**config.mk**
```make
export PLATFORM = sky130hd
export DESIGN_NAME = request_dependency_scoreboard
export DESIGN_NICKNAME = d
export VERILOG_FILES = /design/src/design/rds_pkg.sv /design/src/design/request_dependency_scoreboard.sv /design/src/design/rds_out_stage.sv
export SDC_FILE = /design/constraint.sdc
export NUM_CORES = 2
export LEC_CHECK = 0
export BUFFER_PORTS_ARGS = -buffer_cell sky130_fd_sc_hd__buf_2
export CORE_UTILIZATION = 37
export CTS_BUF_LIST = sky130_fd_sc_hd__clkbuf_16
export CTS_CLUSTER_DIAMETER = 40
export CTS_CLUSTER_SIZE = 40
export DETAILED_ROUTE_END_ITERATION = 10
export GPL_TIMING_DRIVEN = 0
export HOLD_SLACK_MARGIN = 0.02
export PLACE_DENSITY = 0.5
export SLEW_MARGIN = 20
export SYNTH_ARGS = -nofsm -noshare
export SYNTH_HDL_FRONTEND = slang
export SYNTH_HIERARCHICAL = 1
export SYNTH_SLANG_ARGS = --single-unit
export TNS_END_PERCENT = 20
```
**constraint.sdc**
```tcl
create_clock -name i_clk -period 44.2 [get_ports i_clk]
set_clock_uncertainty 0.2 [all_clocks]
set_input_delay 8.84 -clock i_clk [delete_from_list [all_inputs] [get_ports i_clk]]
set_output_delay 8.84 -clock i_clk [all_outputs]
set_load 0.01 [all_outputs]
```
**src/design/rds_pkg.sv**
```systemverilog
`timescale 1ns / 1ps

package rds_pkg;

    // Table geometry
    localparam int DEPTH = 16;
    localparam int IW    = 4;
    localparam int CW    = 5;

    // Sequencer states
    typedef enum logic [2:0] {
        S_IDLE,
        S_SCAN,
        S_DECIDE,
        S_CANCEL,
        S_PICK,
        S_EMIT
    } t_state;

    // Commands
    localparam logic [2:0] CMD_ENQUEUE    = 3'd0;
    localparam logic [2:0] CMD_LIST_READY = 3'd1;
    localparam logic [2:0] CMD_SUBMIT     = 3'd2;
    localparam logic [2:0] CMD_COMPLETE   = 3'd3;
    localparam logic [2:0] CMD_FAIL       = 3'd4;
    localparam logic [2:0] CMD_CANCEL     = 3'd5;
    localparam logic [2:0] CMD_CANCEL_ALL = 3'd6;
    localparam logic [2:0] CMD_TAKE       = 3'd7;

    // Result status codes
    localparam logic [3:0] ST_OK           = 4'd0;
    localparam logic [3:0] ST_ZERO_ID      = 4'd1;
    localparam logic [3:0] ST_DUPLICATE    = 4'd2;
    localparam logic [3:0] ST_OUT_OF_ORDER = 4'd3;
    localparam logic [3:0] ST_BACKPRESSURE = 4'd4;
    localparam logic [3:0] ST_UNKNOWN      = 4'd5;
    localparam logic [3:0] ST_NOT_READY    = 4'd6;
    localparam logic [3:0] ST_BAD_TRANS    = 4'd7;
    localparam logic [3:0] ST_RESP_PENDING = 4'd8;

    // Entry states
    localparam logic [2:0] ES_QUEUED    = 3'd0;
    localparam logic [2:0] ES_SUBMITTED = 3'd1;
    localparam logic [2:0] ES_COMPLETED = 3'd2;
    localparam logic [2:0] ES_FAILED    = 3'd3;
    localparam logic [2:0] ES_CANCELLED = 3'd4;

    // Register indexes
    localparam logic REG_MAX_OUTSTANDING = 1'b0;

    // One result record handed to the output stage
    typedef struct packed {
        logic [3:0]       status;
        logic             has_entry;
        logic [63:0]      id;
        logic [31:0]      stream;
        logic             sync;
        logic [2:0]       state;
        logic [31:0]      code;
        logic [DEPTH-1:0] wait_mask;
        logic [CW-1:0]    outstanding;
        logic             last;
    } t_rec;

endpackage

```
**src/design/request_dependency_scoreboard.sv**
```systemverilog
`timescale 1ns / 1ps

// Request dependency scoreboard: a 16-slot table of outstanding requests with
// per-slot dependency masks, driven by one command item at a time. A single
// sequencer walks the slots one per cycle through one shared slot read index.
// Enqueue, submit, complete, fail, cancel and take response scan the table
// once, then pass through a decide step and an emit step; fail and cancel
// also walk the cancel cascade, cancelling the live dependents of one source
// at a time. List ready and cancel all run a minimum search over the table
// for every reported entry, so entries are listed in ascending id order.
// The input is stalled while an item is in work; a finished result sits in an
// output register until taken. max_outstanding lives at byte address 0.
module request_dependency_scoreboard (
    input  logic        i_clk,
    input  logic        i_rst_n,
    input  logic        i_in_valid,
    output logic        o_in_stall,
    input  logic [2:0]  i_command,
    input  logic [63:0] i_req_id,
    input  logic [31:0] i_stream,
    input  logic        i_is_device_sync,
    input  logic signed [31:0] i_done_code,
    output logic        o_out_valid,
    input  logic        i_out_stall,
    output logic [3:0]  o_status,
    output logic        o_has_entry,
    output logic [63:0] o_entry_id,
    output logic [31:0] o_entry_stream,
    output logic        o_entry_sync,
    output logic [2:0]  o_entry_state,
    output logic signed [31:0] o_entry_code,
    output logic [4:0]  o_pending_deps,
    output logic [4:0]  o_outstanding,
    output logic        o_last,
    input  logic        psel,
    input  logic        penable,
    input  logic        pwrite,
    input  logic [2:0]  paddr,
    input  logic [31:0] pwdata,
    output logic [31:0] prdata,
    output logic        pready
);
    import rds_pkg::*;

    t_state r_state, n_state;

    // Slot table
    logic [DEPTH-1:0] r_valid, n_valid;
    logic [63:0]      r_id     [DEPTH];
    logic [63:0]      n_id     [DEPTH];
    logic [31:0]      r_strm   [DEPTH];
    logic [31:0]      n_strm   [DEPTH];
    logic [DEPTH-1:0] r_syncf, n_syncf;
    logic [2:0]       r_stat   [DEPTH];
    logic [2:0]       n_stat   [DEPTH];
    logic [31:0]      r_codes  [DEPTH];
    logic [31:0]      n_codes  [DEPTH];
    logic [DEPTH-1:0] r_wait   [DEPTH];
    logic [DEPTH-1:0] n_wait   [DEPTH];
    logic [DEPTH-1:0] r_tail, n_tail;
    logic             r_bar_v, n_bar_v;
    logic [IW-1:0]    r_bar_slot, n_bar_slot;
    logic [63:0]      r_last_id, n_last_id;
    logic [CW-1:0]    r_count, n_count;
    logic [4:0]       r_max;

    // Captured item and sequencer working registers
    logic [2:0]       r_cmd, n_cmd;
    logic [63:0]      r_rid, n_rid;
    logic [31:0]      r_stream, n_stream;
    logic             r_sync, n_sync;
    logic [31:0]      r_code, n_code;
    logic [IW-1:0]    r_idx, n_idx;
    logic             r_found, n_found;
    logic [IW-1:0]    r_slot, n_slot;
    logic [DEPTH-1:0] r_tmatch, n_tmatch;
    logic [DEPTH-1:0] r_sel, n_sel;
    logic [DEPTH-1:0] r_todo, n_todo;
    logic [IW-1:0]    r_best, n_best;
    logic [63:0]      r_best_id, n_best_id;
    logic             r_best_ok, n_best_ok;
    logic [3:0]       r_status, n_status;
    logic             r_has, n_has;
    logic             r_lastf, n_lastf;

    logic             n_load;
    logic             out_ready;
    t_rec             rec;

    logic [DEPTH-1:0] live, ready_vec, hit;
    logic [IW-1:0]    free_idx, todo_idx, nb;
    logic             free_ok, cand;
    logic [63:0]      cur_id;
    logic [2:0]       cur_stat;
    logic [DEPTH-1:0] cur_wait;

    // Read the addressed slot through one shared index
    assign cur_id   = r_id[r_idx];
    assign cur_stat = r_stat[r_idx];
    assign cur_wait = r_wait[r_idx];

    // Per-slot liveness and readiness
    always_comb begin
        for (int i = 0; i < DEPTH; i++) begin
            live[i]      = r_valid[i] && (r_stat[i] < ES_COMPLETED);
            ready_vec[i] = r_valid[i] && (r_stat[i] == ES_QUEUED) && (r_wait[i] == '0);
        end
    end

    // Lowest free slot and lowest pending cancel source
    always_comb begin
        free_idx = '0;
        free_ok  = 1'b0;
        todo_idx = '0;
        for (int i = DEPTH - 1; i >= 0; i--) begin
            if (!r_valid[i]) begin
                free_idx = IW'(i);
                free_ok  = 1'b1;
            end
            if (r_todo[i]) begin
                todo_idx = IW'(i);
            end
        end
    end

    // Sequencer: next state and table updates
    always_comb begin
        n_state    = r_state;
        n_valid    = r_valid;
        n_id       = r_id;
        n_strm     = r_strm;
        n_syncf    = r_syncf;
        n_stat     = r_stat;
        n_codes    = r_codes;
        n_wait     = r_wait;
        n_tail     = r_tail;
        n_bar_v    = r_bar_v;
        n_bar_slot = r_bar_slot;
        n_last_id  = r_last_id;
        n_count    = r_count;
        n_cmd      = r_cmd;
        n_rid      = r_rid;
        n_stream   = r_stream;
        n_sync     = r_sync;
        n_code     = r_code;
        n_idx      = r_idx;
        n_found    = r_found;
        n_slot     = r_slot;
        n_tmatch   = r_tmatch;
        n_sel      = r_sel;
        n_todo     = r_todo;
        n_best     = r_best;
        n_best_id  = r_best_id;
        n_best_ok  = r_best_ok;
        n_status   = r_status;
        n_has      = r_has;
        n_lastf    = r_lastf;
        n_load     = 1'b0;
        hit        = '0;
        cand       = 1'b0;
        nb         = r_best;

        unique case (r_state)
            S_IDLE: begin
                if (i_in_valid) begin
                    n_cmd     = i_command;
                    n_rid     = i_req_id;
                    n_stream  = i_stream;
                    n_sync    = i_is_device_sync;
                    n_code    = i_done_code;
                    n_idx     = '0;
                    n_found   = 1'b0;
                    n_tmatch  = '0;
                    n_best_ok = 1'b0;
                    if (i_command == CMD_LIST_READY) begin
                        n_sel   = ready_vec;
                        n_state = S_PICK;
                    end else if (i_command == CMD_CANCEL_ALL) begin
                        // Cancel every live entry at once and list them
                        for (int i = 0; i < DEPTH; i++) begin
                            if (live[i]) begin
                                n_stat[i] = ES_CANCELLED;
                            end
                        end
                        n_sel   = live;
                        n_tail  = '0;
                        n_bar_v = 1'b0;
                        n_state = S_PICK;
                    end else begin
                        n_state = S_SCAN;
                    end
                end
            end

            S_SCAN: begin
                // Look up the id and collect stream tails, one slot a cycle
                if (r_valid[r_idx] && (cur_id == r_rid)) begin
                    n_found = 1'b1;
                    n_slot  = r_idx;
                end
                if (r_valid[r_idx] && r_tail[r_idx] && (r_strm[r_idx] == r_stream)) begin
                    n_tmatch[r_idx] = 1'b1;
                end
                if (r_idx == IW'(DEPTH - 1)) begin
                    n_idx   = n_found ? n_slot : '0;
                    n_state = S_DECIDE;
                end else begin
                    n_idx = r_idx + 1'b1;
                end
            end

            S_DECIDE: begin
                n_lastf  = 1'b1;
                n_has    = 1'b1;
                n_status = ST_OK;
                n_state  = S_EMIT;
                if (r_cmd == CMD_ENQUEUE) begin
                    n_has = 1'b0;
                    if (r_rid == 64'd0) begin
                        n_status = ST_ZERO_ID;
                    end else if (r_found) begin
                        n_status = ST_DUPLICATE;
                    end else if (r_rid <= r_last_id) begin
                        n_status = ST_OUT_OF_ORDER;
                    end else if ((r_count >= r_max) || !free_ok) begin
                        n_status = ST_BACKPRESSURE;
                    end else begin
                        // Install the request in the lowest free slot
                        n_wait[free_idx] = '0;
                        if (r_bar_v) begin
                            n_wait[free_idx][r_bar_slot] = 1'b1;
                        end
                        if (r_sync) begin
                            n_wait[free_idx] = n_wait[free_idx] | live;
                            n_bar_v          = 1'b1;
                            n_bar_slot       = free_idx;
                            n_tail[free_idx] = 1'b0;
                        end else begin
                            n_wait[free_idx] = n_wait[free_idx] | r_tmatch;
                            n_tail           = r_tail & ~r_tmatch;
                            n_tail[free_idx] = 1'b1;
                        end
                        n_valid[free_idx] = 1'b1;
                        n_id[free_idx]    = r_rid;
                        n_strm[free_idx]  = r_stream;
                        n_syncf[free_idx] = r_sync;
                        n_stat[free_idx]  = ES_QUEUED;
                        n_codes[free_idx] = 32'd0;
                        n_last_id         = r_rid;
                        n_count           = r_count + 1'b1;
                        n_idx             = free_idx;
                        n_has             = 1'b1;
                    end
                end else if (!r_found) begin
                    n_has    = 1'b0;
                    n_status = ST_UNKNOWN;
                end else begin
                    unique case (r_cmd)
                        CMD_SUBMIT: begin
                            if (cur_stat != ES_QUEUED) begin
                                n_status = ST_BAD_TRANS;
                            end else if (cur_wait != '0) begin
                                n_status = ST_NOT_READY;
                            end else begin
                                n_stat[r_idx] = ES_SUBMITTED;
                            end
                        end
                        CMD_COMPLETE: begin
                            if (cur_stat != ES_SUBMITTED) begin
                                n_status = ST_BAD_TRANS;
                            end else begin
                                n_stat[r_idx]  = ES_COMPLETED;
                                n_codes[r_idx] = r_code;
                                for (int i = 0; i < DEPTH; i++) begin
                                    n_wait[i][r_idx] = 1'b0;
                                end
                                n_tail[r_idx] = 1'b0;
                                if (r_bar_v && (r_bar_slot == r_idx)) begin
                                    n_bar_v = 1'b0;
                                end
                            end
                        end
                        CMD_FAIL, CMD_CANCEL: begin
                            if ((r_cmd == CMD_FAIL) ? (cur_stat != ES_SUBMITTED)
                                                    : (cur_stat >= ES_COMPLETED)) begin
                                n_status = ST_BAD_TRANS;
                            end else begin
                                if (r_cmd == CMD_FAIL) begin
                                    n_stat[r_idx]  = ES_FAILED;
                                    n_codes[r_idx] = r_code;
                                end else begin
                                    n_stat[r_idx] = ES_CANCELLED;
                                end
                                n_tail[r_idx] = 1'b0;
                                if (r_bar_v && (r_bar_slot == r_idx)) begin
                                    n_bar_v = 1'b0;
                                end
                                n_todo          = '0;
                                n_todo[r_idx]   = 1'b1;
                                n_state         = S_CANCEL;
                            end
                        end
                        default: begin
                            // Take response: remove a finished entry
                            if (cur_stat < ES_COMPLETED) begin
                                n_status = ST_RESP_PENDING;
                            end else begin
                                n_valid[r_idx] = 1'b0;
                                n_tail[r_idx]  = 1'b0;
                                for (int i = 0; i < DEPTH; i++) begin
                                    n_wait[i][r_idx] = 1'b0;
                                end
                                n_count = r_count - 1'b1;
                            end
                        end
                    endcase
                end
            end

            S_CANCEL: begin
                // Cancel live dependents of one source a cycle
                if (r_todo == '0) begin
                    n_state = S_EMIT;
                end else begin
                    for (int i = 0; i < DEPTH; i++) begin
                        if (live[i] && r_wait[i][todo_idx]) begin
                            hit[i]    = 1'b1;
                            n_stat[i] = ES_CANCELLED;
                            n_tail[i] = 1'b0;
                        end
                    end
                    if (r_bar_v && hit[r_bar_slot]) begin
                        n_bar_v = 1'b0;
                    end
                    n_todo           = r_todo | hit;
                    n_todo[todo_idx] = 1'b0;
                end
            end

            S_PICK: begin
                if (r_sel == '0) begin
                    // Empty listing
                    n_has    = 1'b0;
                    n_lastf  = 1'b1;
                    n_status = ST_OK;
                    n_state  = S_EMIT;
                end else begin
                    // Search the smallest selected id, one slot a cycle
                    cand = r_sel[r_idx] && (!r_best_ok || (cur_id < r_best_id));
                    if (cand) begin
                        n_best    = r_idx;
                        n_best_id = cur_id;
                        n_best_ok = 1'b1;
                        nb        = r_idx;
                    end
                    if (r_idx == IW'(DEPTH - 1)) begin
                        n_sel[nb] = 1'b0;
                        n_lastf   = (n_sel == '0);
                        n_idx     = nb;
                        n_has     = 1'b1;
                        n_status  = ST_OK;
                        n_state   = S_EMIT;
                    end else begin
                        n_idx = r_idx + 1'b1;
                    end
                end
            end

            S_EMIT: begin
                if (out_ready) begin
                    n_load = 1'b1;
                    if (r_lastf) begin
                        n_state = S_IDLE;
                    end else begin
                        n_idx     = '0;
                        n_best_ok = 1'b0;
                        n_state   = S_PICK;
                    end
                end
            end

            default: begin
                n_state = S_IDLE;
            end
        endcase
    end

    // State and control registers
    always_ff @(posedge i_clk) begin
        if (!i_rst_n) begin
            r_state    <= S_IDLE;
            r_valid    <= '0;
            r_tail     <= '0;
            r_bar_v    <= 1'b0;
            r_bar_slot <= '0;
            r_last_id  <= 64'd0;
            r_count    <= '0;
        end else begin
            r_state    <= n_state;
            r_valid    <= n_valid;
            r_tail     <= n_tail;
            r_bar_v    <= n_bar_v;
            r_bar_slot <= n_bar_slot;
            r_last_id  <= n_last_id;
            r_count    <= n_count;
        end
    end

    // Payload and working registers
    always_ff @(posedge i_clk) begin
        r_id      <= n_id;
        r_strm    <= n_strm;
        r_syncf   <= n_syncf;
        r_stat    <= n_stat;
        r_codes   <= n_codes;
        r_wait    <= n_wait;
        r_cmd     <= n_cmd;
        r_rid     <= n_rid;
        r_stream  <= n_stream;
        r_sync    <= n_sync;
        r_code    <= n_code;
        r_idx     <= n_idx;
        r_found   <= n_found;
        r_slot    <= n_slot;
        r_tmatch  <= n_tmatch;
        r_sel     <= n_sel;
        r_todo    <= n_todo;
        r_best    <= n_best;
        r_best_id <= n_best_id;
        r_best_ok <= n_best_ok;
        r_status  <= n_status;
        r_has     <= n_has;
        r_lastf   <= n_lastf;
    end

    // Configuration register
    always_ff @(posedge i_clk) begin
        if (!i_rst_n) begin
            r_max <= 5'd16;
        end else if (psel && penable && pwrite && (paddr[2] == REG_MAX_OUTSTANDING)) begin
            r_max <= pwdata[4:0];
        end
    end

    assign pready     = 1'b1;
    assign prdata     = (paddr[2] == REG_MAX_OUTSTANDING) ? {27'd0, r_max} : 32'd0;
    assign o_in_stall = (r_state != S_IDLE);

    // Assemble the record of the addressed slot
    always_comb begin
        rec.status      = r_status;
        rec.has_entry   = r_has;
        rec.id          = cur_id;
        rec.stream      = r_strm[r_idx];
        rec.sync        = r_syncf[r_idx];
        rec.state       = cur_stat;
        rec.code        = r_codes[r_idx];
        rec.wait_mask   = cur_wait;
        rec.outstanding = r_count;
        rec.last        = r_lastf;
    end

    rds_out_stage u_out (
        .i_clk          (i_clk),
        .i_rst_n        (i_rst_n),
        .i_load         (n_load),
        .i_rec          (rec),
        .i_out_stall    (i_out_stall),
        .o_ready        (out_ready),
        .o_out_valid    (o_out_valid),
        .o_status       (o_status),
        .o_has_entry    (o_has_entry),
        .o_entry_id     (o_entry_id),
        .o_entry_stream (o_entry_stream),
        .o_entry_sync   (o_entry_sync),
        .o_entry_state  (o_entry_state),
        .o_entry_code   (o_entry_code),
        .o_pending_deps (o_pending_deps),
        .o_outstanding  (o_outstanding),
        .o_last         (o_last)
    );

    // Occupancy counter tracks the valid bits
    a_count: assert property (@(posedge i_clk) disable iff (!i_rst_n)
        r_count == CW'($countones(r_valid)))
        else $error("occupancy count out of step with valid bits");

    // A stream tail is always a held entry
    a_tail: assert property (@(posedge i_clk) disable iff (!i_rst_n)
        (r_tail & ~r_valid) == '0)
        else $error("stream tail on an empty slot");

    // The barrier points at a held entry
    a_barrier: assert property (@(posedge i_clk) disable iff (!i_rst_n)
        r_bar_v |-> r_valid[r_bar_slot])
        else $error("barrier on an empty slot");

    // A drained cancel list moves on to the result
    a_cancel_done: assert property (@(posedge i_clk) disable iff (!i_rst_n)
        (r_state == S_CANCEL) && (r_todo == '0) |=> (r_state == S_EMIT))
        else $error("cancel walk did not finish");

endmodule

```
**src/design/rds_out_stage.sv**
```systemverilog
`timescale 1ns / 1ps

module rds_out_stage (
    input  logic          i_clk,
    input  logic          i_rst_n,
    input  logic          i_load,
    input  rds_pkg::t_rec i_rec,
    input  logic          i_out_stall,
    output logic          o_ready,
    output logic          o_out_valid,
    output logic [3:0]    o_status,
    output logic          o_has_entry,
    output logic [63:0]   o_entry_id,
    output logic [31:0]   o_entry_stream,
    output logic          o_entry_sync,
    output logic [2:0]    o_entry_state,
    output logic [31:0]   o_entry_code,
    output logic [4:0]    o_pending_deps,
    output logic [4:0]    o_outstanding,
    output logic          o_last
);
    import rds_pkg::*;

    logic r_valid;
    logic [4:0] n_deps;

    // Count unresolved dependencies of the record
    assign n_deps = 5'($countones(i_rec.wait_mask));

    // Take a new item when the register is empty or being drained
    assign o_ready     = !r_valid || !i_out_stall;
    assign o_out_valid = r_valid;

    always_ff @(posedge i_clk) begin
        if (!i_rst_n) begin
            r_valid <= 1'b0;
        end else if (o_ready) begin
            r_valid <= i_load;
        end
    end

    // Hold the payload; blank the entry fields when no entry is reported
    always_ff @(posedge i_clk) begin
        if (i_load && o_ready) begin
            o_status       <= i_rec.status;
            o_has_entry    <= i_rec.has_entry;
            o_entry_id     <= i_rec.has_entry ? i_rec.id     : 64'd0;
            o_entry_stream <= i_rec.has_entry ? i_rec.stream : 32'd0;
            o_entry_sync   <= i_rec.has_entry && i_rec.sync;
            o_entry_state  <= i_rec.has_entry ? i_rec.state  : 3'd0;
            o_entry_code   <= i_rec.has_entry ? i_rec.code   : 32'd0;
            o_pending_deps <= i_rec.has_entry ? n_deps       : 5'd0;
            o_outstanding  <= i_rec.outstanding;
            o_last         <= i_rec.last;
        end
    end

endmodule
```
==> flow_summary.html <==
<table>
<tr><th>Metric</th><th>Value</th></tr>
<tr><th colspan="2">Status</th></tr>
<tr><td>Status</td><td>complete, no violations</td></tr>
<tr><th colspan="2">STA</th></tr>
<tr><td>Final worst-path setup slack</td><td>25,940 ps</td></tr>
<tr><td>Total Neg Setup Slack</td><td>0 ps</td></tr>
<tr><td>Setup repair after global routing missed its margin</td><td>false</td></tr>
<tr><td>Count of final hold-check violations</td><td>0</td></tr>
<tr><td>Final count of pins violating max slew</td><td>0</td></tr>
<tr><td>Shortest period the worst path allows</td><td>18,260 ps</td></tr>
<tr><td>Tightest hold margin</td><td>231 ps</td></tr>
<tr><td>Maximum achievable frequency</td><td>54.8 MHz</td></tr>
<tr><td>Number of setup violations in the final report</td><td>0</td></tr>
<tr><td>Transition time at the pin with the least slew margin</td><td>1320 ps</td></tr>
<tr><td>Final period util</td><td>0.413</td></tr>
<tr><td>Slew headroom</td><td>0.120</td></tr>
<tr><th colspan="2">Global route</th></tr>
<tr><td>Overall track demand over capacity in global routing</td><td>0.315</td></tr>
<tr><td>Global-route wire length before repair</td><td>751 mm</td></tr>
<tr><td>Largest net degree at the start of global routing</td><td>59</td></tr>
<tr><td>Global-route congestion overflow total</td><td>0</td></tr>
<tr><td>Initial antenna violation count</td><td>57</td></tr>
<tr><td>Via count of the first global-routing pass</td><td>85.5k</td></tr>
<tr><th colspan="2">Floorplanning</th></tr>
<tr><td>Initial core utilization</td><td>0.372</td></tr>
<tr><td>Floorplan die height</td><td>593 µm</td></tr>
<tr><td>Die area</td><td>351,000 µm²</td></tr>
<tr><td>Number of top-level pins</td><td>357</td></tr>
<tr><td>Die width</td><td>593 µm</td></tr>
<tr><td>Core area</td><td>347,000 µm²</td></tr>
<tr><td>Standard-cell row count</td><td>216</td></tr>
<tr><th colspan="2">Pwr</th></tr>
<tr><td>Leakage</td><td>51.5 nW</td></tr>
<tr><td>IR drop worst, VDD</td><td>0.126 mV</td></tr>
<tr><td>Power density over cell area</td><td>68.5 nW/µm²</td></tr>
<tr><th colspan="2">CTS</th></tr>
<tr><td>CTS H-tree lvls</td><td>5</td></tr>
<tr><td>Worst-skew pair later-pin latency</td><td>1000 ps</td></tr>
<tr><td>Clk Tree Root Cell</td><td>sky130_fd_sc_hd__clkbuf_16</td></tr>
<tr><td>Number of clock sinks</td><td>2,895</td></tr>
<tr><td>Setup repair bufs after CTS</td><td>0</td></tr>
<tr><td>Number of buffers on the longest clock path</td><td>4</td></tr>
<tr><td>Number of buffers added to fix hold violations after cts</td><td>0</td></tr>
<tr><td>TritonCTS clock tree</td><td>done</td></tr>
<tr><td>Post-CTS sizing</td><td>0</td></tr>
<tr><td>CTS clk-pin slew, worst paths</td><td>50 ps</td></tr>
<tr><td>Number of buffers created by CTS</td><td>461</td></tr>
<tr><th colspan="2">Critical path</th></tr>
<tr><td>Critical register-to-register path endpoint</td><td>r_lastf</td></tr>
<tr><td>Crit path launch type</td><td>input port</td></tr>
<tr><td>Crit path DAT</td><td>9220 ps</td></tr>
<tr><td>Critical path start-end classification</td><td>in2out</td></tr>
<tr><td>Reg-to-reg critical path startpoint</td><td>r_idx[3]</td></tr>
<tr><td>Cell count of the worst reg-to-reg path</td><td>19</td></tr>
<tr><td>Launching element of the worst setup path</td><td>paddr[2]</td></tr>
<tr><td>CP max FO</td><td>6</td></tr>
<tr><td>Capturing element of the worst setup path</td><td>prdata[0]</td></tr>
<tr><td>Category of the worst setup path capture point</td><td>output port</td></tr>
<tr><td>Required time reported for the critical path endpoint</td><td>35,160 ps</td></tr>
<tr><td>R2R setup slack</td><td>34,780 ps</td></tr>
<tr><th colspan="2">Detailed routing</th></tr>
<tr><td>Drt first-iter violations</td><td>11.5k</td></tr>
<tr><td>Number of design rule violations left after detail routing</td><td>0</td></tr>
<tr><td>TritonRoute pass-1 iters</td><td>5</td></tr>
<tr><td>Total via count in the routed design</td><td>87.9k</td></tr>
<tr><td>Vias per inst</td><td>6.08</td></tr>
<tr><td>Number of nets with antenna violations after routing</td><td>0</td></tr>
<tr><td>Detail-routed net length per standard cell</td><td>38.7 µm</td></tr>
<tr><td>Aggregate routed wire length</td><td>559 mm</td></tr>
<tr><th colspan="2">Synth</th></tr>
<tr><td>Share of the synthesized area in the top cell type</td><td>0.647</td></tr>
<tr><td>Yosys warning count</td><td>6</td></tr>
<tr><td>Number of enable-type register cells in the synthesized netlist</td><td>2,780</td></tr>
<tr><td>Number of standard cells after synthesis</td><td>8,439</td></tr>
<tr><td>Synth cell types</td><td>96</td></tr>
<tr><td>Syn avg cell area</td><td>15.3 µm²</td></tr>
<tr><td>Dominant register cell in the synthesized netlist</td><td>sky130_fd_sc_hd__edfxtp_1</td></tr>
<tr><td>Cell taking the most area after synthesis</td><td>sky130_fd_sc_hd__edfxtp_1</td></tr>
<tr><td>Largest cells by area after synthesis</td><td>sky130_fd_sc_hd__edfxtp_1 65%, sky130_fd_sc_hd__mux4_2 13%, sky130_fd_sc_hd__o21ai_0 4.6%, sky130_fd_sc_hd__nand2_1 2.5%, sky130_fd_sc_hd__dfxtp_1 1.8%</td></tr>
<tr><td>Netlist Area Pre-Place</td><td>129,000 µm²</td></tr>
<tr><td>Yosys reg bits</td><td>2,895</td></tr>
<tr><td>Most numerous cell in the Yosys netlist</td><td>sky130_fd_sc_hd__edfxtp_1</td></tr>
<tr><td>Async set-or-reset flop fraction in the synthesized netlist</td><td>0</td></tr>
<tr><td>Sequential cell area fraction in the yosys report</td><td>0.664</td></tr>
<tr><td>Commonest cells in the netlist</td><td>2,780 x sky130_fd_sc_hd__edfxtp_1, 1,185 x sky130_fd_sc_hd__o21ai_0, 847 x sky130_fd_sc_hd__nand2_1</td></tr>
<tr><th colspan="2">Place</th></tr>
<tr><td>Detailed Place HPWL</td><td>415 mm</td></tr>
<tr><td>Number of input and output port buffers inserted</td><td>299</td></tr>
<tr><td>Weighted congestion at the end of routability-driven global placement</td><td>1.02</td></tr>
<tr><td>Pre-CTS setup slack</td><td>25,950 ps</td></tr>
<tr><td>Instance area after placement</td><td>142,000 µm²</td></tr>
<tr><th colspan="2">Flow run</th></tr>
<tr><td># Max-Cap Violations</td><td>0</td></tr>
<tr><th colspan="2">Cells and area</th></tr>
<tr><td>Cell area after layout</td><td>158,000 µm²</td></tr>
<tr><td>Net count, final</td><td>9,783</td></tr>
<tr><td>Ratio of cells with drive above 1 in the final layout</td><td>0.248</td></tr>
<tr><td>Area growth, synth to finish</td><td>22.3%</td></tr>
<tr><th colspan="2">Min path</th></tr>
<tr><td>Class of the tightest hold or removal check</td><td>reg2reg</td></tr>
</table>
[routing by layer]
metal  vias to the layer above  global-route usage  part of all wire  wire length (µm)
met4                        16               0.156             0.058             32500
met2                      4902               0.495              0.46            256000
met1                     46500               0.421              0.40            226000
li1                      35400                   -                 -                 -
met3                      1044              0.0568             0.080             44600
met5                         -                   0           0.00023               126
[logic make-up after synthesis]
group           Yosys count  share of synthesized area
mux                     845                      0.138
compound gates         1765                     0.0793
flops                  2895                      0.664
fa+ha+maj               155                     0.0157
buf+inv                 819                     0.0289
other cells               2                  0.0000582
xor+xnor                102                    0.00704
simple gates           1856                     0.0670
[per-stage QoR]
stage          cells  utilization  power (mW)
3_3_place_gp   13300        0.393        7.07
3_5_place_dp   13600        0.409        7.11
6_report       14500        0.455        10.8
5_1_grt        14400        0.455        11.1
2_1_floorplan   8465            -        5.40
4_1_cts        14400        0.455        10.8
[worst min-delay path by stage]
stage	startpoint	endpoint	slack, ps	depth (start not counted)
6_report	r_status[1]	u_out/o_status[1]	230	0
3_3_place_gp	r_status[1]	u_out/o_status[1]	230	0
4_1_cts	r_status[1]	u_out/o_status[1]	230	0
5_1_grt	r_status[3]	u_out/o_status[3]	240	0
2_1_floorplan	r_status[0]	u_out/o_status[0]	200	0
3_5_place_dp	r_status[3]	u_out/o_status[3]	210	0
[cell type report]
type	instances	area, µm²
Antenna cell	20	50.0
Fill cell	30600	189000
Multi-Input combinational cell	4751	40300
Sequential cell	2895	85800
Clock buffer	463	11600
Timing Repair Buffer	526	6230
Tap cell	4578	5730
Clock inverter	402	4420
Buffer	605	3000
Inverter	214	811
[placed cells by master, fill, tap and decap left out, types with 41 or more instances in the layout]
cell,netlist,layout
sky130_fd_sc_hd__a22oi_1,42,42
sky130_fd_sc_hd__edfxtp_1,2780,2780
sky130_fd_sc_hd__clkbuf_1,395,350
sky130_fd_sc_hd__o21ai_0,1185,1185
sky130_fd_sc_hd__a21boi_0,88,88
sky130_fd_sc_hd__buf_16,0,91
sky130_fd_sc_hd__nand3_1,154,154
sky130_fd_sc_hd__xnor2_1,64,64
sky130_fd_sc_hd__clkinvlp_4,0,63
sky130_fd_sc_hd__inv_1,211,250
sky130_fd_sc_hd__buf_6,48,60
sky130_fd_sc_hd__mux2i_1,67,67
sky130_fd_sc_hd__a31oi_1,43,41
sky130_fd_sc_hd__mux4_2,740,740
sky130_fd_sc_hd__nand4_1,85,85
sky130_fd_sc_hd__inv_6,0,44
sky130_fd_sc_hd__clkbuf_16,0,463
sky130_fd_sc_hd__buf_2,76,391
sky130_fd_sc_hd__buf_12,0,87
sky130_fd_sc_hd__a21oi_1,83,83
sky130_fd_sc_hd__clkinv_2,0,74
sky130_fd_sc_hd__nor2_1,293,242
sky130_fd_sc_hd__and2_1,152,150
sky130_fd_sc_hd__bufinv_16,0,67
sky130_fd_sc_hd__clkbuf_2,0,45
sky130_fd_sc_hd__dfxtp_1,115,115
sky130_fd_sc_hd__clkinv_1,2,50
sky130_fd_sc_hd__buf_4,43,68
sky130_fd_sc_hd__nor4_1,115,98
sky130_fd_sc_hd__ha_1,144,144
sky130_fd_sc_hd__nand2_1,847,847
[critical path: stages]
cell and delay [ps]:
sky130_fd_sc_hd__buf_2 130, sky130_fd_sc_hd__nor2b_1 110, sky130_fd_sc_hd__buf_2 140
[report_power, final]
group / switching [mW] / internal [mW] / total, mW / leakage, nW
clock network: 1.41 / 2.32 / 3.73 / 7.83
registers: 0.197 / 3.30 / 3.50 / 26.1
logic: 2.36 / 1.23 / 3.59 / 17.6
[registers in the layout (all words and copies together) (netlist names), 48 cells and up]
| name | count |
|---|---|
| r_last_id | 64 |
| r_best_id | 64 |
| r_stat | 48 |
| r_codes | 512 |
| r_id | 1024 |
| r_rid | 64 |
| r_strm | 512 |
| r_wait | 256 |
| u_out/o_entry_id | 64 |
Note: power is estimated with default switching activity, not from simulation.
